## src/rtl/core/uraf_pkg.sv

```systemverilog
// ----------------------------------------------------------------------------
// uraf_pkg
// Shared types and protocol constants for the UART register access framer.
// ----------------------------------------------------------------------------
package uraf_pkg;

    // Frame header and operation codes.
    localparam logic [7:0] HDR_REQUEST   = 8'hAA;
    localparam logic [7:0] HDR_STATUS    = 8'hEE;
    localparam logic [7:0] HDR_DATA      = 8'hBB;
    localparam logic [7:0] OP_READ       = 8'h01;
    localparam logic [7:0] OP_WRITE      = 8'h00;
    localparam logic [7:0] CODE_READ_OK  = 8'h00;
    localparam logic [7:0] CODE_WRITE_OK = 8'h01;

    // Input command codes.
    typedef enum logic [1:0] {
        CMD_RX_BYTE   = 2'd0,
        CMD_READ_REQ  = 2'd1,
        CMD_WRITE_HDR = 2'd2,
        CMD_WRITE_PAY = 2'd3
    } t_cmd;

    // Result kind codes.
    typedef enum logic [1:0] {
        KIND_TX   = 2'd0,
        KIND_DATA = 2'd1,
        KIND_DONE = 2'd2
    } t_kind;

    // Receive phase, one-hot.
    typedef enum logic [2:0] {
        PH_IDLE = 3'b001,
        PH_LEN  = 3'b010,
        PH_DATA = 3'b100
    } t_phase;

    // All results caused by one word. Only out_byte differs between
    // the results of one batch; last_pos is the index of the final one.
    typedef struct packed {
        logic            has_res;
        logic [1:0]      last_pos;
        t_kind           kind;
        logic [3:0][7:0] bytes;
        logic [7:0]      data_index;
        logic [7:0]      status;
        logic            ok;
        logic            done_res;
    } t_batch;

endpackage

```

## src/rtl/core/uraf_deframer.sv

```systemverilog
// ----------------------------------------------------------------------------
// uraf_deframer
// Protocol state and per-word result computation. Builds the batch of
// results for the word held in the input register and updates the
// deframer state when that word is taken.
// ----------------------------------------------------------------------------
module uraf_deframer (
    input  logic            i_clk,
    input  logic            i_rst_n,
    input  logic            i_take,
    input  logic [1:0]      i_command,
    input  logic [7:0]      i_byte_value,
    input  logic [7:0]      i_reg_address,
    input  logic [7:0]      i_length,
    output uraf_pkg::t_batch o_batch
);
    import uraf_pkg::*;

    t_phase     r_phase, n_phase;
    logic       r_status_reply, n_status_reply;
    logic [7:0] r_remaining, n_remaining;
    logic [7:0] r_index, n_index;
    logic       r_pend_wr, n_pend_wr;
    logic [7:0] expected;
    logic [7:0] rem_dec;
    t_batch     batch;

    assign expected = r_pend_wr ? CODE_WRITE_OK : CODE_READ_OK;
    assign rem_dec  = r_remaining - 8'd1;

    // Next state and results for the current word.
    always_comb begin
        n_phase        = r_phase;
        n_status_reply = r_status_reply;
        n_remaining    = r_remaining;
        n_index        = r_index;
        n_pend_wr      = r_pend_wr;
        batch          = '0;
        batch.kind     = KIND_TX;
        case (t_cmd'(i_command))
            CMD_READ_REQ, CMD_WRITE_HDR: begin
                n_pend_wr      = (t_cmd'(i_command) == CMD_WRITE_HDR);
                batch.has_res  = 1'b1;
                batch.last_pos = 2'd3;
                batch.bytes[0] = HDR_REQUEST;
                batch.bytes[1] = n_pend_wr ? OP_WRITE : OP_READ;
                batch.bytes[2] = i_reg_address;
                batch.bytes[3] = i_length;
            end
            CMD_WRITE_PAY: begin
                batch.has_res  = 1'b1;
                batch.bytes[0] = i_byte_value;
            end
            default: begin
                unique case (r_phase)
                    PH_LEN: begin
                        if (r_status_reply) begin
                            // Status reply completes the transaction.
                            n_phase        = PH_IDLE;
                            batch.has_res  = 1'b1;
                            batch.kind     = KIND_DONE;
                            batch.status   = i_byte_value;
                            batch.ok       = (i_byte_value == expected);
                            batch.done_res = 1'b1;
                        end else begin
                            n_remaining = i_byte_value;
                            n_index     = 8'd0;
                            if (i_byte_value == 8'd0) begin
                                // Empty data reply completes at once.
                                n_phase        = PH_IDLE;
                                batch.has_res  = 1'b1;
                                batch.kind     = KIND_DONE;
                                batch.ok       = !r_pend_wr;
                                batch.done_res = 1'b1;
                            end else begin
                                n_phase = PH_DATA;
                            end
                        end
                    end
                    PH_DATA: begin
                        n_remaining      = rem_dec;
                        n_index          = r_index + 8'd1;
                        if (rem_dec == 8'd0) begin
                            n_phase = PH_IDLE;
                        end
                        batch.has_res    = 1'b1;
                        batch.kind       = KIND_DATA;
                        batch.bytes[0]   = i_byte_value;
                        batch.data_index = r_index;
                        batch.ok         = !r_pend_wr;
                        batch.done_res   = (rem_dec == 8'd0);
                    end
                    default: begin
                        // Awaiting a header byte; others are dropped.
                        if (i_byte_value == HDR_STATUS) begin
                            n_status_reply = 1'b1;
                            n_phase        = PH_LEN;
                        end else if (i_byte_value == HDR_DATA) begin
                            n_status_reply = 1'b0;
                            n_phase        = PH_LEN;
                        end else begin
                            n_phase = PH_IDLE;
                        end
                    end
                endcase
            end
        endcase
    end

    assign o_batch = batch;

    // State registers, advanced only when the word is taken.
    always_ff @(posedge i_clk) begin
        if (!i_rst_n) begin
            r_phase        <= PH_IDLE;
            r_status_reply <= 1'b0;
            r_remaining    <= 8'd0;
            r_index        <= 8'd0;
            r_pend_wr      <= 1'b0;
        end else if (i_take) begin
            r_phase        <= n_phase;
            r_status_reply <= n_status_reply;
            r_remaining    <= n_remaining;
            r_index        <= n_index;
            r_pend_wr      <= n_pend_wr;
        end
    end

    // The data phase is never entered with nothing left to receive.
    a_data_nonzero: assert property (@(posedge i_clk) disable iff (!i_rst_n)
        (r_phase == PH_DATA) |-> (r_remaining != 8'd0))
        else $error("data phase with zero bytes remaining");

    // A data reply starts at index zero.
    a_index_start: assert property (@(posedge i_clk) disable iff (!i_rst_n)
        ($past(r_phase) == PH_LEN && r_phase == PH_DATA) |-> (r_index == 8'd0))
        else $error("data reply did not start at index zero");

    // The data phase can only follow the length phase or itself.
    a_phase_order: assert property (@(posedge i_clk) disable iff (!i_rst_n)
        (r_phase == PH_DATA && $past(r_phase) != PH_DATA)
            |-> ($past(r_phase) == PH_LEN))
        else $error("data phase entered without a length");

endmodule

```

## src/rtl/core/uraf_out_seq.sv

```systemverilog
// ----------------------------------------------------------------------------
// uraf_out_seq
// Result register. Holds one batch and sends its results one word per
// cycle while i_stall is low, marking the final one.
// ----------------------------------------------------------------------------
module uraf_out_seq (
    input  logic             i_clk,
    input  logic             i_rst_n,
    input  logic             i_load,
    input  uraf_pkg::t_batch i_batch,
    output logic             o_free,
    output logic             o_valid,
    input  logic             i_stall,
    output logic [1:0]       o_kind,
    output logic [7:0]       o_out_byte,
    output logic [7:0]       o_data_index,
    output logic [7:0]       o_status,
    output logic             o_ok,
    output logic             o_done_res,
    output logic             o_last
);
    import uraf_pkg::*;

    t_batch     r_buf;
    logic       r_valid;
    logic [1:0] r_pos;
    logic       is_last;
    logic       fire;

    assign is_last = (r_pos == r_buf.last_pos);
    assign fire    = r_valid && !i_stall;
    assign o_free  = !r_valid || (fire && is_last);

    // Batch holding and position counter.
    always_ff @(posedge i_clk) begin
        if (!i_rst_n) begin
            r_valid <= 1'b0;
            r_pos   <= 2'd0;
        end else if (i_load) begin
            r_valid <= 1'b1;
            r_pos   <= 2'd0;
        end else if (fire) begin
            if (is_last) begin
                r_valid <= 1'b0;
                r_pos   <= 2'd0;
            end else begin
                r_pos <= r_pos + 2'd1;
            end
        end
    end

    always_ff @(posedge i_clk) begin
        if (i_load) begin
            r_buf <= i_batch;
        end
    end

    // Output fields.
    assign o_valid      = r_valid;
    assign o_kind       = r_buf.kind;
    assign o_out_byte   = r_buf.bytes[r_pos];
    assign o_data_index = r_buf.data_index;
    assign o_status     = r_buf.status;
    assign o_ok         = r_buf.ok;
    assign o_done_res   = r_buf.done_res;
    assign o_last       = is_last;

    // A new batch never overwrites one still being sent.
    a_no_overwrite: assert property (@(posedge i_clk) disable iff (!i_rst_n)
        i_load |-> o_free)
        else $error("batch loaded while results pending");

    // Only transmit batches have more than one result.
    a_multi_tx: assert property (@(posedge i_clk) disable iff (!i_rst_n)
        (r_valid && r_buf.last_pos != 2'd0) |-> (r_buf.kind == KIND_TX))
        else $error("multi-result batch is not a transmit batch");

    // Position never runs past the final result.
    a_pos_bound: assert property (@(posedge i_clk) disable iff (!i_rst_n)
        r_valid |-> (r_pos <= r_buf.last_pos))
        else $error("result position beyond batch end");

endmodule

```

## src/rtl/core/uart_register_access_framer.sv

```systemverilog
// ----------------------------------------------------------------------------
// uart_register_access_framer
// Host side of a byte-framed UART register protocol: frames read and
// write requests and deframes status and data replies.
//
//   Channel | Direction | Handshake          | Fields
//   --------+-----------+--------------------+--------------------------------
//   in      | to block  | i_valid / o_stall  | command, byte_value,
//           |           |                    | reg_address, length
//   out     | from block| o_valid / i_stall  | kind, out_byte, data_index,
//           |           |                    | status, ok, done_res, last
//
// A word is accepted into the input register, turned combinationally into a
// batch of results and loaded into the result register once that is free, so
// its results can be sent. A payload byte gives one result, a received byte at
// most one and a request four, sent one per cycle while i_stall is low. A word
// that gives results waits for the result register to free; header bytes that
// give none never wait. Reset is synchronous.
// ----------------------------------------------------------------------------
module uart_register_access_framer (
    input  logic       i_clk,
    input  logic       i_rst_n,
    input  logic       i_valid,
    output logic       o_stall,
    input  logic [1:0] i_command,
    input  logic [7:0] i_byte_value,
    input  logic [7:0] i_reg_address,
    input  logic [7:0] i_length,
    output logic       o_valid,
    input  logic       i_stall,
    output logic [1:0] o_kind,
    output logic [7:0] o_out_byte,
    output logic [7:0] o_data_index,
    output logic [7:0] o_status,
    output logic       o_ok,
    output logic       o_done_res,
    output logic       o_last
);
    import uraf_pkg::*;

    logic       r_in_valid;
    logic [1:0] r_command;
    logic [7:0] r_byte_value;
    logic [7:0] r_reg_address;
    logic [7:0] r_length;
    t_batch     batch;
    logic       out_free;
    logic       take;
    logic       load;

    // Input register.
    assign take    = r_in_valid && (!batch.has_res || out_free);
    assign load    = take && batch.has_res;
    assign o_stall = r_in_valid && !take;

    always_ff @(posedge i_clk) begin
        if (!i_rst_n) begin
            r_in_valid <= 1'b0;
        end else if (i_valid && !o_stall) begin
            r_in_valid <= 1'b1;
        end else if (take) begin
            r_in_valid <= 1'b0;
        end
    end

    always_ff @(posedge i_clk) begin
        if (i_valid && !o_stall) begin
            r_command     <= i_command;
            r_byte_value  <= i_byte_value;
            r_reg_address <= i_reg_address;
            r_length      <= i_length;
        end
    end

    // Protocol state and result computation.
    uraf_deframer u_deframer (
        .i_clk         (i_clk),
        .i_rst_n       (i_rst_n),
        .i_take        (take),
        .i_command     (r_command),
        .i_byte_value  (r_byte_value),
        .i_reg_address (r_reg_address),
        .i_length      (r_length),
        .o_batch       (batch)
    );

    // Result register and sequencer.
    uraf_out_seq u_out_seq (
        .i_clk        (i_clk),
        .i_rst_n      (i_rst_n),
        .i_load       (load),
        .i_batch      (batch),
        .o_free       (out_free),
        .o_valid      (o_valid),
        .i_stall      (i_stall),
        .o_kind       (o_kind),
        .o_out_byte   (o_out_byte),
        .o_data_index (o_data_index),
        .o_status     (o_status),
        .o_ok         (o_ok),
        .o_done_res   (o_done_res),
        .o_last       (o_last)
    );

    // A word is only taken from a full input register.
    a_take_valid: assert property (@(posedge i_clk) disable iff (!i_rst_n)
        take |-> r_in_valid)
        else $error("word taken from empty input register");

    // Receive results are always single and final.
    a_rx_last: assert property (@(posedge i_clk) disable iff (!i_rst_n)
        (o_valid && (o_kind == KIND_DATA || o_kind == KIND_DONE)) |-> o_last)
        else $error("receive result not marked last");

    // Transmit results never report completion.
    a_tx_nodone: assert property (@(posedge i_clk) disable iff (!i_rst_n)
        (o_valid && o_kind == KIND_TX) |-> (!o_done_res && !o_ok))
        else $error("transmit result carries completion");

endmodule
```

## config.mk

```make
export PLATFORM = sky130hd
export DESIGN_NAME = uart_register_access_framer
export DESIGN_NICKNAME = d
export VERILOG_FILES = /design/src/rtl/core/uraf_pkg.sv /design/src/rtl/core/uraf_deframer.sv /design/src/rtl/core/uraf_out_seq.sv /design/src/rtl/core/uart_register_access_framer.sv
export SDC_FILE = /design/constraint.sdc
export NUM_CORES = 1
export LEC_CHECK = 0
export BUFFER_PORTS_ARGS = -buffer_cell sky130_fd_sc_hd__buf_2
export CORE_UTILIZATION = 40
export CTS_BUF_LIST = sky130_fd_sc_hd__clkbuf_2
export CTS_CLUSTER_SIZE = 30
export DETAILED_ROUTE_END_ITERATION = 12
export PLACE_DENSITY = 0.67
export SETUP_SLACK_MARGIN = 0.15
export SLEW_MARGIN = 0
export SYNTH_ARGS = -nofsm -noshare
export SYNTH_HDL_FRONTEND = slang
export SYNTH_SLANG_ARGS = --single-unit
```

## constraint.sdc

```tcl
create_clock -name i_clk -period 3.2 [get_ports i_clk]
set_clock_uncertainty 0.1 [all_clocks]
set_input_delay 0.16 -clock i_clk [delete_from_list [all_inputs] [get_ports i_clk]]
set_output_delay 0.16 -clock i_clk [all_outputs]
set_load 0.02 [all_outputs]
```

After elaboration in Yosys (flattened, before gate mapping)
Index checks and enable logic that the tools add are counted.
- add/subtract/negate cells: 3
- $lt $le $gt $ge: 1
- eq/ne operators: 11
- mux-type cells: 35
- bitwise logic cells: 6
- reduce and logical (&&, ||, !) cells: 32
- operators by type and width (kind ; count):
    $pmux 8 s2 ; 3
    $mux 8 ; 3
    $bmux 8 s2 ; 1
    $eq 8x8->1 const B ; 2
    $logic_not 8->1 ; 2
    $mux 16 ; 1
    $mux 2 ; 8
    $mux 1 ; 12
    $reduce_bool 2->1 ; 5
    $mux 3 ; 3
    $add 8x1->8 const B ; 1
    $eq 8x8->1 ; 1
    $pmux 2 s2 ; 2
    $reduce_and 4->1 ; 2
    $sub 8x1->8 const B ; 1
    $logic_and 1x1->1 ; 6
    $logic_not 1->1 ; 6
    $not 1->1 ; 6
    $pmux 3 s2 ; 1
    $reduce_or 2->1 ; 3
    $reduce_or 5->1 ; 1
    $eq 2x2->1 const B ; 2
    $reduce_and 2->1 ; 2
    $reduce_or 4->1 ; 1
    other kinds (12) ; 13
- bits in registers: 105
- input bits: 30
- output and inout bits: 31

Logic depth before layout (Yosys ltp)
Gate-level depths: netlist of run 1.
- word-level depth: 13
- gate-level depth with buffers: 9

Modules after synthesis
A second synthesis of run 1 with hierarchy kept.
- cells, all modules: 360
- area total of the unflattened synthesis: 4689.5 um^2
- modules (own cells, without submodules) (module ; instances ; cells each ; area each (um^2) ; seq. area each (um^2)):
    uraf_out_seq ; 1 ; 100 ; 2130.8 ; 1681.6
    uraf_deframer ; 1 ; 227 ; 1717.9 ; 420.4
    uart_register_access_framer ; 1 ; 33 ; 840.8 ; 800.8

Least setup slack after synthesis of run 1
No wires, ideal clock.
- kind: flip-flop to flip-flop
- start: register r_byte_value[0]
- end: register u_out_seq.r_buf, in the netlist u_out_seq.o_data_index[0] (enable)
- arrival: 2311 ps
- setup slack: 389 ps
- cell stages (with the launch flop): 7
- buffers on the path: 1
- clock period less this slack: 2811 ps
- cells stage by stage: edfxtp_1 > buf_2 > nor4_2 > a211oi_2 > o21ai_0 > nand3_1 > inv_1
- word-level cells in the longest chain between the ends: 9
- ends and longest elaborated chain (what ; line ; text):
    start: declaration ; uart_register_access_framer.sv:43 ; logic [7:0] r_byte_value;
    start signal: assignment ; uart_register_access_framer.sv:69 ; r_byte_value <= i_byte_value;
    $logic_not 8->1 (*) ; uraf_deframer.sv:68 ; if (i_byte_value == 8'd0) begin
    $mux 1 (*) ; uraf_deframer.sv:68 ;
    $mux 1 (*) ; uraf_deframer.sv:57 ; if (r_status_reply) begin
    $pmux 1 s2 (*) ; uraf_deframer.sv:55 ; unique case (r_phase)
    $mux 1 (*) ; uraf_deframer.sv:40 ; case (t_cmd'(i_command))
    $logic_not 1->1 ; uart_register_access_framer.sv:52 ; assign take = r_in_valid && (!batch.has_res || out_free);
    $logic_or 1x1->1 ; uart_register_access_framer.sv:52 ;
    $logic_and 1x1->1 ; uart_register_access_framer.sv:52 ;
    $logic_and 1x1->1 (*) ; uart_register_access_framer.sv:53 ; assign load = take && batch.has_res;
    named net load ; uart_register_access_framer.sv:49 ; logic load;
    end signal: assignment ; uraf_out_seq.sv:54 ; r_buf <= i_batch;
    end: declaration ; uraf_out_seq.sv:24 ; t_batch r_buf;
Mark *: on every way through the listed nets, which the timed path passes. The rest lies on a longest branch.
A chain may end at the register's enable or synchronous reset.

Worst setup path after layout of run 1
- start: register u_deframer.r_phase[2]
- end: output o_stall
- word-level cells in the longest chain between the ends: 8
- elaborated cells on any way between the ends: 9
- those cells by class: 2 x eq/ne; 2 x mux; 5 x reduce/logical
- ends and longest elaborated chain (what ; line ; text):
    start: declaration ; uraf_deframer.sv:19 ; t_phase r_phase, n_phase;
    start signal: assignment ; uraf_deframer.sv:121 ; r_phase <= n_phase;
    $eq 3x3->1 or $eq 3x2->1 (tied branches) ; uraf_deframer.sv:55 ;
    $pmux 1 s2 (*) ; uraf_deframer.sv:55 ;
    $mux 1 (*) ; uraf_deframer.sv:40 ;
    $logic_not 1->1 (*) ; uart_register_access_framer.sv:52 ;
    $logic_or 1x1->1 (*) ; uart_register_access_framer.sv:52 ;
    $logic_and 1x1->1 (*) ; uart_register_access_framer.sv:52 ;
    $logic_not 1->1 (*) ; uart_register_access_framer.sv:54 ; assign o_stall = r_in_valid && !take;
    $logic_and 1x1->1 (*) ; uart_register_access_framer.sv:54 ;
    end: declaration ; uart_register_access_framer.sv:24 ; output logic o_stall,
Mark *: on every way between the ends. The rest lies on a longest branch, timed or not.

==> impl_results.md, run 1 <==
- Reg-to-reg critical path startpoint: u_deframer.r_phase[2]
- EDFF count, synth: 72
- GRT Util Overall: 17.4%
- Count leader, synth: edfxtp_1
- Syn_nets: 423
- Die ar.: 0.0117 mm²
- Final antenna-violating net count: 0
- Port Buf Inserts: 60
- P_leak: 1.97 nW
- CTS buffer count: 9
- Antenna violations before repair: 0
- Initial Util: 41.3%
- Root buffer cell: clkbuf_2
- Nets@finish: 498
- Register area share after synthesis: 59.0%
- Die width: 108 µm
- Post-Syn Area: 0.00451 mm²
- Fmax: 356 MHz
- 1st-iter DRT viols: 245
- Register bit total from synthesis: 97
- HP Start: i_byte_value[7]
- Syn Area/Cell: 11.7 µm²
- Vias per cell: 5.27
- First-pass GRT wire length: 15.4 mm
- M2 GR Usage: 28.7%
- Clock slew at reported path FFs: 0.26 ns
- Area of the core: 0.0109 mm²
- Maxcap violations: 0
- Largest net degree at the start of global routing: 35
- Post-DP HPWL: 6.48 mm
- FF-to-FF path depth: 6
- CP Max Fanout: 22
- Worst VDD drop: 0.182 mV
- Post-route cell area: 0.00526 mm²
- Power density over the cells: 419 mW/mm²
- Busiest grt layer: met2
- Worst Tran Pin Value: 1.09 ns
- Post-Place Cells: 559
- Worst EP required: 2.94 ns
- Final setup vio count: 0
- Top cell type by total area after synthesis: edfxtp_1
- Rel. slew slack: 26.7%
- Routed len/inst: 15.6 µm
- Final period utilization: 87.9%
- Critical path type: register to output port
- Layout cells sized above 1: 22.3%
- Placer congestion estimate: 0.886
- Vias post-DR: 3199
- Outcome: finished clean
- Clk_lat worst skew: 0.57 ns
- Post-Synthesis Cells: 386
- Crit path DAT: 2.55 ns
- Hold path depth: 2
- DRC Markers: 0
- FP Rows: 38
- Met1 GRT Util: 22.4%
- Final Non-Filler Cells: 607
- Synthesis Warnings: 0
- Post-DP Area: 0.00483 mm²
- Share of the synthesized area in the top cell type: 47.9%
- Async S/R FF share, synth: 0%
- Crit path time final: 2.81 ns
- Commonest cells post-synth: edfxtp_1 (72), nand2_1 (41), and2_1 (31), dfxtp_1 (25), o21ai_0 (22)
- Fin Setup TNS: 0 ns
- H-tree depth: 3
- I/O pin cnt: 61
- DRT Wirelength: 9.48 mm
- Slew Limit Fails: 0
- Met3 Use GR: 2.29%
- Final hold viol count: 0
- Reg2reg end: u_deframer.r_index[6]
- Hold endpoint: r_byte_value[7]
- Deepest clock path buffer count: 2
- Post-CTS Setup Inserts: 0
- RSZ-0062 raised after global routing: no
- Drt first pass iters: 4
- Grt ovf: 0
- Synth cell types: 60
- Top cells by area, synth: edfxtp_1 (48%), dfxtp_1 (11%), and2_1 (4.3%)
- Worst setup EP type: output port
- Num Clock Sinks: 97
- Area Growth Syn to Fin: 16.6%
- Die Y: 108 µm
- Vias in the first global route: 3135
- R2R Setup Slk: 0.55 ns
- Tightest Hold Check Type: input pin to register
- Synth Flop Type: edfxtp_1
- TritonCTS clock tree: yes
- Worst setup SP type: register
## final cells by class
class | instances | area (µm²)
antenna | 1 | 2.50
clock buffer | 11 | 55.1
clock inverter | 5 | 55.1
fill | 1018 | 5670
inverter | 8 | 30.0
multi-input combinational | 246 | 1610
sequential | 97 | 2660
tap | 140 | 175
timing repair buffer | 99 | 671
## layout by cell type, fill, tap and decap left out, drive strengths merged, types with 5 or more instances in the layout
cell type and n:
a21oi 11, nand4 5, buf 68, inv 9, dlygate4sd3 31, and2 31, nand2 41, nor3 5
nor4 7, and3 15, nor3b 6, clkbuf 11, nand3 11, nor2 11, edfxtp 72, mux2i 10
ha 7, nor2b 5, dfxtp 25, o21ai 23
## critical path: stages (launching register included)
cell and delay [ns]:
dfxtp_1 0.53, nor3b_2 0.24, buf_4 0.28, a211oi_2 0.12
o21ai_1 0.30, nand2_1 0.15, nor2_1 0.16, buf_2 0.19
## what timing repair did
item	CTS	global route
gates resized for setup	0	2
hold buffers	31	0
setup endpoints to repair	0	1
hold endpoints to repair	43	0
## cell families (layout without fill, tap and decap cells)
logic type      count (synthesis)  count (layout)  share of synthesized area [%]
simple gates                  156             156                           19.7
mux                            11              11                           2.72
buf+inv                        43             123                           5.38
compound gates                 70              70                           10.9
other cells                     0               1                              0
xor+xnor                        2               2                          0.388
fa+ha+maj                       7               7                           1.94
flops                          97              97                           59.0
## how the worst max path moves through the flow
stage,start,to,slack (ns)
finish,u_deframer.r_phase[2],o_stall,0.39
global route,r_byte_value[2],o_stall,0.24
CTS,u_deframer.r_phase[1],o_stall,0.20
detailed placement,u_deframer.r_phase[1],u_deframer.r_remaining[1],0.57
global placement,r_byte_value[1],u_deframer.r_remaining[1],0.68
floorplan,r_byte_value[0],u_out_seq.o_data_index[0],0.39
## through the flow
stage                     power (mW)  worst slack [ns]  util (%)  hold slack [ns]
after CTS                       2.22             0.202      48.1            0.163
after global routing            2.29             0.241      48.1            0.165
after detailed placement        1.63             0.568      44.2            0.238
after global placement          1.62             0.676      44.2            0.237
final                           2.21             0.387      48.1            0.193
after floorplan                 1.56             0.389         -            0.159
## per-layer routing
layer | vias up | part of all wire [%]
li1 | 1551 | -
met1 | 1528 | 45
met2 | 101 | 47
met3 | 19 | 5.0
met4 | 0 | 2.5
met5 | - | 0
## power breakdown
| group | switching (mW) | internal, mW | total (mW) | leakage (nW) |
|---|---|---|---|---|
| registers | 0.0299 | 1.41 | 1.44 | 0.900 |
| clock network | 0.394 | 0.186 | 0.580 | 0.0700 |
| logic | 0.104 | 0.0857 | 0.189 | 1.00 |
## state kept, by name, summed over array words and instances (netlist names), 2 cells and up
signal / cells
u_out_seq.r_buf: 26
r_byte_value: 8
r_length: 8
r_reg_address: 8
u_deframer.r_index: 8
u_deframer.r_remaining: 8
u_out_seq.o_data_index: 8
u_out_seq.o_status: 8
u_deframer.r_phase: 3
r_command: 2
u_out_seq.o_kind: 2
u_out_seq.r_pos: 2
Note: power is estimated with default switching activity, not from simulation.
==> run 2: changes to the inputs <==
HOLD_SLACK_MARGIN = 0.12   (was default)
PLACE_DENSITY = 0.69   (was 0.67)
clock period = 2.3 ns   (was 3.2 ns; I/O delays follow)
==> run 2 against run 1 <==
Net effect: the flow now finishes with violations (negative setup slack); clock power grew 49%; global-route usage increased by 1.5 points; die area unchanged; critical endpoint is now u_out_seq.o_data_index[1].
==> impl_results.md, run 2 (synthesis gave the netlist of run 1 again) <==
- Routed len/inst: 15.6 µm (about the same)
- FF-to-FF path depth: 10 (was 6)
- Failing checks: negative setup slack
- Post-route cell area: 0.00604 mm² (was 0.00526 mm²)
- First-pass GRT wire length: 16.4 mm (was 15.4 mm)
- Critical Path, Cell by Cell: nor3b_4, a211oi_2, o21ai_2, buf_4, buf_4, buf_4, buf_4, nand3_2, clkinvlp_4, buf_12 (was nor3b_2, buf_4, a211oi_2, o21ai_1, nand2_1, nor2_1, buf_2)
- Outcome: finished with violations (was finished clean)
- Final setup vio count: 47 (was 0)
- Switch share: 24.9% (was 23.9%)
- Antenna violations before repair: 0 (unchanged)
- Post-DP Area: 0.00502 mm² (was 0.00483 mm²)
- Power density over the cells: 535 mW/mm² (was 419 mW/mm²)
- GRT Util Overall: 18.9% (was 17.4%)
- Met3 Use GR: 3.80% (was 2.29%)
- FP Rows: 38 (unchanged)
- Biggest register: u_out_seq.r_buf (unchanged)
- Final period utilization: 104%
- Layout cells sized above 1: 31.0% (was 22.3%)
- Port Buf Inserts: 60 (unchanged)
- CTS buffer count: 9 (unchanged)
- Tightest Hold Check Type: register to register (was input pin to register)
- Max incr delay on CP: 0.58 ns (was 0.53 ns)
- Gate power share: 11.8% (was 8.6%)
- Placer congestion estimate: 0.859 (was 0.886)
- Initial Util: 41.3% (unchanged)
- CP Max Fanout: 10 (was 22)
- Final Worst Setup Slack: -0.0936 ns (was 0.387 ns)
- M2 GR Usage: 32.5% (was 28.7%)
- Final hold viol count: 0 (unchanged)
- Nets@finish: 561 (was 498)
- Drt first pass iters: 4 (unchanged)
- Clock slew at reported path FFs: 0.28 ns (was 0.26 ns)
- Slew Limit Fails: 0 (unchanged)
- DRC Markers: 0 (unchanged)
- Worst setup EP type: register (was output port)
- R2R Setup Slk: -0.09 ns (was 0.55 ns)
- Vias in the first global route: 3305 (was 3135)
- RSZ-0062 raised after global routing: yes (was no)
- Deepest clock path buffer count: 2 (unchanged)
- Max reg flops: 26 (unchanged)
- Switch Pwr: 0.805 mW (was 0.528 mW)
- Clk_lat worst skew: 0.59 ns (was 0.57 ns)
- Slowest CP cell: dfxtp_1 (unchanged)
- Die width: 108 µm (unchanged)
- Clk pwr share: 26.7% (was 26.3%)
- TritonCTS clock tree: yes (unchanged)
- Critical path type: register to register (was register to output port)
- Rel. slew slack: 60.7% (was 26.7%)
- P_leak: 2.32 nW (was 1.97 nW)
- Filler Cell Count: 937 (was 1018)
- Maxcap violations: 0 (unchanged)
- Die ar.: 0.0117 mm² (unchanged)
- Num Clock Sinks: 97 (unchanged)
- DRT Wirelength: 10.5 mm (was 9.48 mm)
- Vias per cell: 5.08 (was 5.27)
- 1st-iter DRT viols: 212 (was 245)
- Root buffer cell: clkbuf_2 (unchanged)
- Fmax: 418 MHz
- Hold path depth: 2 (unchanged)
- Internal power: 2.42 mW (was 1.68 mW)
- Flop pwr share: 61.5% (was 65.1%)
- Crit path time final: 2.39 ns
- Area of the core: 0.0109 mm² (unchanged)
- Most frequent cells in the layout: edfxtp_1 (72), buf_2 (57), dlygate4sd3_1 (56) (was edfxtp_1 (72), buf_2 (60), nand2_1 (41))
- Die Y: 108 µm (unchanged)
- Worst VDD drop: 0.269 mV (was 0.182 mV)
- Met1 GRT Util: 22.7% (was 22.4%)
- Crit path DAT: 2.64 ns (was 2.55 ns)
- Area Growth Syn to Fin: 33.8% (was 16.6%)
- Overall Power: 3.23 mW (was 2.21 mW)
- Worst path most repeated cell: buf_4
- Busiest grt layer: met2 (unchanged)
- Multi-input logic area: 0.00173 mm² (was 0.00161 mm²)
- I/O pin cnt: 61 (unchanged)
- Worst setup SP type: register (unchanged)
- FF+latch area: 0.00267 mm² (was 0.00266 mm²)
- Most common cell after layout, fill and taps aside: edfxtp_1 (unchanged)
- Post-DP HPWL: 6.50 mm (was 6.48 mm)
- Largest net degree at the start of global routing: 35 (unchanged)
- Worst EP required: 2.55 ns (was 2.94 ns)
- Worst Tran Pin Value: 0.589 ns (was 1.09 ns)
- H-tree depth: 3 (unchanged)
- Setup WS pre-CTS: 0.0379 ns (was 0.568 ns)
- N_diodes: 0 (was 1)
- Vias post-DR: 3400 (was 3199)
- Final antenna-violating net count: 0 (unchanged)
- Grt ovf: 0 (unchanged)
## run 2: changes by cell type in the layout (fill, tap and decap cells not counted), moves of 3 or more
cell | previous run | this run
inv_6 | 1 | 4
buf_6 | 0 | 7
dlygate4sd3_1 | 31 | 56
buf_12 | 0 | 3
inv_1 | 8 | 5
dfxtp_1 | 25 | 21
buf_2 | 60 | 57
buf_4 | 8 | 37
nor4_4 | 0 | 3
dfxtp_2 | 0 | 4
## run 2: area by class of cell
cell class | count | area share, %
repair buffers | 162 | 21.7
multi-input cells | 246 | 28.6
inverters | 8 | 0.560
clock buffers | 10 | 0.829
clock inverters | 6 | 1.16
flip-flops and latches | 97 | 44.2
well taps | 140 | 2.90
## run 2: what timing repair did
action / CTS / global route
endpoints found under the setup margin: 41 / 93
hold buffers: 56 / 0
gates cloned: 1 / 2
gates resized for setup: 17 / 25
hold endpoints to repair: 77 / 0
pin swaps: 5 / 10
buffers inserted: 7 / 8
## run 2: final timing paths
path	start	to
max	u_deframer.r_phase[0]	u_out_seq.o_data_index[1]
min	u_deframer.r_pend_wr	u_deframer.r_pend_wr
min reg2reg	u_deframer.r_pend_wr	u_deframer.r_pend_wr
max reg2reg	u_deframer.r_phase[0]	u_out_seq.o_data_index[1]
## run 2: metrics by stage
stage | util (%) | hold WS (ns) | std cells | TNS (ns)
2_1_floorplan | - | 0.114 | 386 | -1.12
3_3_place_gp | 45.9 | 0.192 | 579 | 0
3_5_place_dp | 45.9 | 0.193 | 579 | 0
4_1_cts | 53.6 | 0.375 | 659 | -1.94
5_1_grt | 55.2 | 0.436 | 669 | -8.47
6_report | 55.2 | 0.422 | 669 | -2.59
## run 2: metal layers
layer | part of all wire (%) | vias to the layer above
li1 | - | 1677
met1 | 42 | 1623
met2 | 52 | 84
met3 | 4.5 | 16
met4 | 1.6 | 0
met5 | 0 | -
## run 2: power groups by stage
stage	logic (mW)	registers [mW]	clock network (mW)
2_1_floorplan	0.155	2.02	0
3_3_place_gp	0.263	2.02	0
3_5_place_dp	0.266	2.02	0
4_1_cts	0.359	1.99	0.881
5_1_grt	0.412	1.99	0.933
6_report	0.380	1.99	0.862
## run 2: worst max-delay path, delay by kind of cell, from the launching register on
kind,cells,cell delay [ns]
buf+inv,6,0.96
flops,1,0.58
compound gates,2,0.32
simple gates,2,0.20
==> run 3: changes to the inputs <==
CORE_UTILIZATION = 45   (was 40)
PLACE_DENSITY = 0.75   (was 0.69)
==> run 3 against run 2 <==
Net effect: count of clock-buffer cells in the layout did not move; die area fell by 11%; combinational power down 2%; largest power group unchanged; register-to-register slack improved by 0.05 ns; sequential power about the same; the flow still finishes with violations (negative setup slack); maximum frequency is 0.41% lower; via count increased by 3.4%; flip-flop and latch count unchanged; non-clock buffer count shrank 5; global-route usage is 1.5 points higher; core utilization increased by 5.8 points; routed wire length rose by 3.1%.
==> impl_results.md, run 3 (synthesis gave the netlist of run 1 again) <==
- Max incr delay on CP: 0.45 ns (was 0.58 ns)
- Final period utilization: 105% (was 104%)
- Worst path most repeated cell: buf_6 (was buf_4)
- CP delay by family, top: simple AND/OR/NAND/NOR gates (was buffers and inverters)
- Largest net degree at the start of global routing: 35 (unchanged)
- Rel. slew slack: 60.9% (was 60.7%)
- CTS buffer count: 9 (unchanged)
- Nets@finish: 556 (was 561)
- Worst setup SP type: register (unchanged)
- Gate power share: 12.1% (was 11.8%)
- Final hold viol count: 0 (unchanged)
- Clk pwr share: 22.9% (was 26.7%)
- Overall Power: 3.06 mW (was 3.23 mW)
- Flop pwr share: 65.0% (was 61.5%)
- Slew Limit Fails: 0 (unchanged)
- Final antenna-violating net count: 0 (unchanged)
- Area Growth Syn to Fin: 31.5% (was 33.8%)
- TritonCTS clock tree: yes (unchanged)
- Vias in the first global route: 3188 (was 3305)
- Port Buf Inserts: 60 (unchanged)
- GRT Util Overall: 20.3% (was 18.9%)
- Final Non-Filler Cells: 658 (was 669)
- Area of the core: 0.00973 mm² (was 0.0109 mm²)
- Routed len/inst: 16.4 µm (was 15.6 µm)
- Die width: 102 µm (was 108 µm)
- Initial Util: 46.4% (was 41.3%)
- RSZ-0062 raised after global routing: yes (unchanged)
- Multi-input logic area: 0.00175 mm² (was 0.00173 mm²)
- Outcome: finished with violations (unchanged)
- Critical path type: register to output port (was register to register)
- Vias post-DR: 3516 (was 3400)
- First-pass GRT wire length: 15.7 mm (was 16.4 mm)
- Post-route cell area: 0.00593 mm² (was 0.00604 mm²)
- Worst setup EP type: output port (was register)
- Worst Tran Pin Value: 0.587 ns (was 0.589 ns)
- Die ar.: 0.0104 mm² (was 0.0117 mm²)
- Switch Pwr: 0.778 mW (was 0.805 mW)
- Fin util: 61.0% (was 55.2%)
- Max reg flops: 26 (unchanged)
- Placer congestion estimate: 0.979 (was 0.859)
- Most common cell after layout, fill and taps aside: edfxtp_1 (unchanged)
- Slowest CP cell: dfxtp_2 (was dfxtp_1)
- Worst EP required: 2.09 ns (was 2.55 ns)
- Maxcap violations: 0 (unchanged)
- Deepest clock path buffer count: 2 (unchanged)
- Clock slew at reported path FFs: 0.24 ns (was 0.28 ns)
- Final Worst Setup Slack: -0.104 ns (was -0.0936 ns)
- Post-DP HPWL: 6.57 mm (was 6.50 mm)
- 1st-iter DRT viols: 378 (was 212)
- Antenna violations before repair: 0 (unchanged)
- P_leak: 2.27 nW (was 2.32 nW)
- Final setup vio count: 36 (was 47)
- Vias per cell: 5.34 (was 5.08)
- Power density over the cells: 515 mW/mm² (was 535 mW/mm²)
- Critical Path, Cell by Cell: nor3b_1, nor2_2, o21ai_2, nand2_2, buf_6, nor2_4, buf_6 (was nor3b_4, a211oi_2, o21ai_2, buf_4, buf_4, buf_4, buf_4, nand3_2, clkinvlp_4, buf_12)
- H-tree depth: 3 (unchanged)
- DRT Wirelength: 10.8 mm (was 10.5 mm)
- Clk_lat worst skew: 0.59 ns (about the same)
- Grt ovf: 0 (unchanged)
- I/O pin cnt: 61 (unchanged)
- Num Clock Sinks: 97 (unchanged)
- Biggest register: u_out_seq.r_buf (unchanged)
- Filler Cell Count: 761 (was 937)
- Die Y: 102 µm (was 108 µm)
- Fmax: 416 MHz (was 418 MHz)
- Tightest Hold Check Type: input pin to register (was register to register)
- FF+latch area: 0.00267 mm² (unchanged)
- Post-DP Area: 0.00501 mm² (was 0.00502 mm²)
- Switch share: 25.4% (was 24.9%)
- Layout cells sized above 1: 30.5% (was 31.0%)
- Post-Place Cells: 571 (was 579)
- DRC Markers: 0 (unchanged)
- Worst VDD drop: 0.273 mV (was 0.269 mV)
- Root buffer cell: clkbuf_2 (unchanged)
- Most frequent cells in the layout: edfxtp_1 (72), buf_2 (59), dlygate4sd3_1 (53) (was edfxtp_1 (72), buf_2 (57), dlygate4sd3_1 (56))
- Buffers and inverters on the worst path: 2 (was 6)
- Crit path DAT: 2.19 ns (was 2.64 ns)
- FP Rows: 36 (was 38)
- Internal power: 2.28 mW (was 2.42 mW)
- Drt first pass iters: 5 (was 4)
- Failing checks: negative setup slack (unchanged)
- CP Max Fanout: 7 (was 10)
- Crit path time final: 2.40 ns (was 2.39 ns)
==> run 3: final timing paths <==
path / start / end / slack (ns) / cells past startpoint
setup reg to reg: u_deframer.r_phase[1] / u_out_seq.o_status[7] / -0.04 / 8
setup / recovery: u_deframer.r_phase[1] / o_stall / -0.10 / 7
hold / removal: i_command[1] / r_command[1] / 0.14 / 2
hold reg to reg: u_deframer.r_pend_wr / u_deframer.r_pend_wr / 0.41 / 2
==> run 3: power by group through the flow <==
stage / clock network [mW] / registers (mW) / logic (mW)
6_report: 0.699 / 1.99 / 0.371
5_1_grt: 0.763 / 1.99 / 0.398
3_3_place_gp: 0 / 2.02 / 0.258
2_1_floorplan: 0 / 2.02 / 0.155
4_1_cts: 0.707 / 1.99 / 0.344
3_5_place_dp: 0 / 2.02 / 0.264
==> run 3: through the flow <==
stage / setup TNS, ns / hold WS (ns) / worst slack [ns]
detailed placement: -0.0101 / 0.194 / -0.0101
floorplan: -1.12 / 0.114 / -0.0244
CTS: -2.03 / 0.120 / -0.0952
global route: -10.30 / 0.129 / -0.256
global placement: 0 / 0.192 / 0.0884
finish: -0.714 / 0.141 / -0.104
==> run 3: layout make-up <==
class / instances / area share [%]
inverter: 8 / 0.569
timing repair buffer: 157 / 20.6
multi-input combinational: 246 / 29.6
antenna: 1 / 0.0422
sequential: 97 / 45.0
tap: 133 / 2.80
clock buffer: 10 / 0.843
clock inverter: 6 / 0.590
==> run 3: layer usage <==
metal | up-vias | GRT usage (%) | wire length (µm)
met1 | 1689 | 24.4 | 4440
met5 | - | 0 | 0
met3 | 27 | 4.99 | 581
met2 | 122 | 34.1 | 5510
met4 | 0 | 10.2 | 262
li1 | 1678 | - | -
==> run 3: repair_timing <==
action                                  4_1_cts  5_1_grt
setup buffers                                 9        7
pin swaps                                     5        4
endpoints found under the setup margin       39       99
hold endpoints to repair                     77        0
hold buffers                                 53        0
gates resized for setup                      18       18
cloned                                        0        1
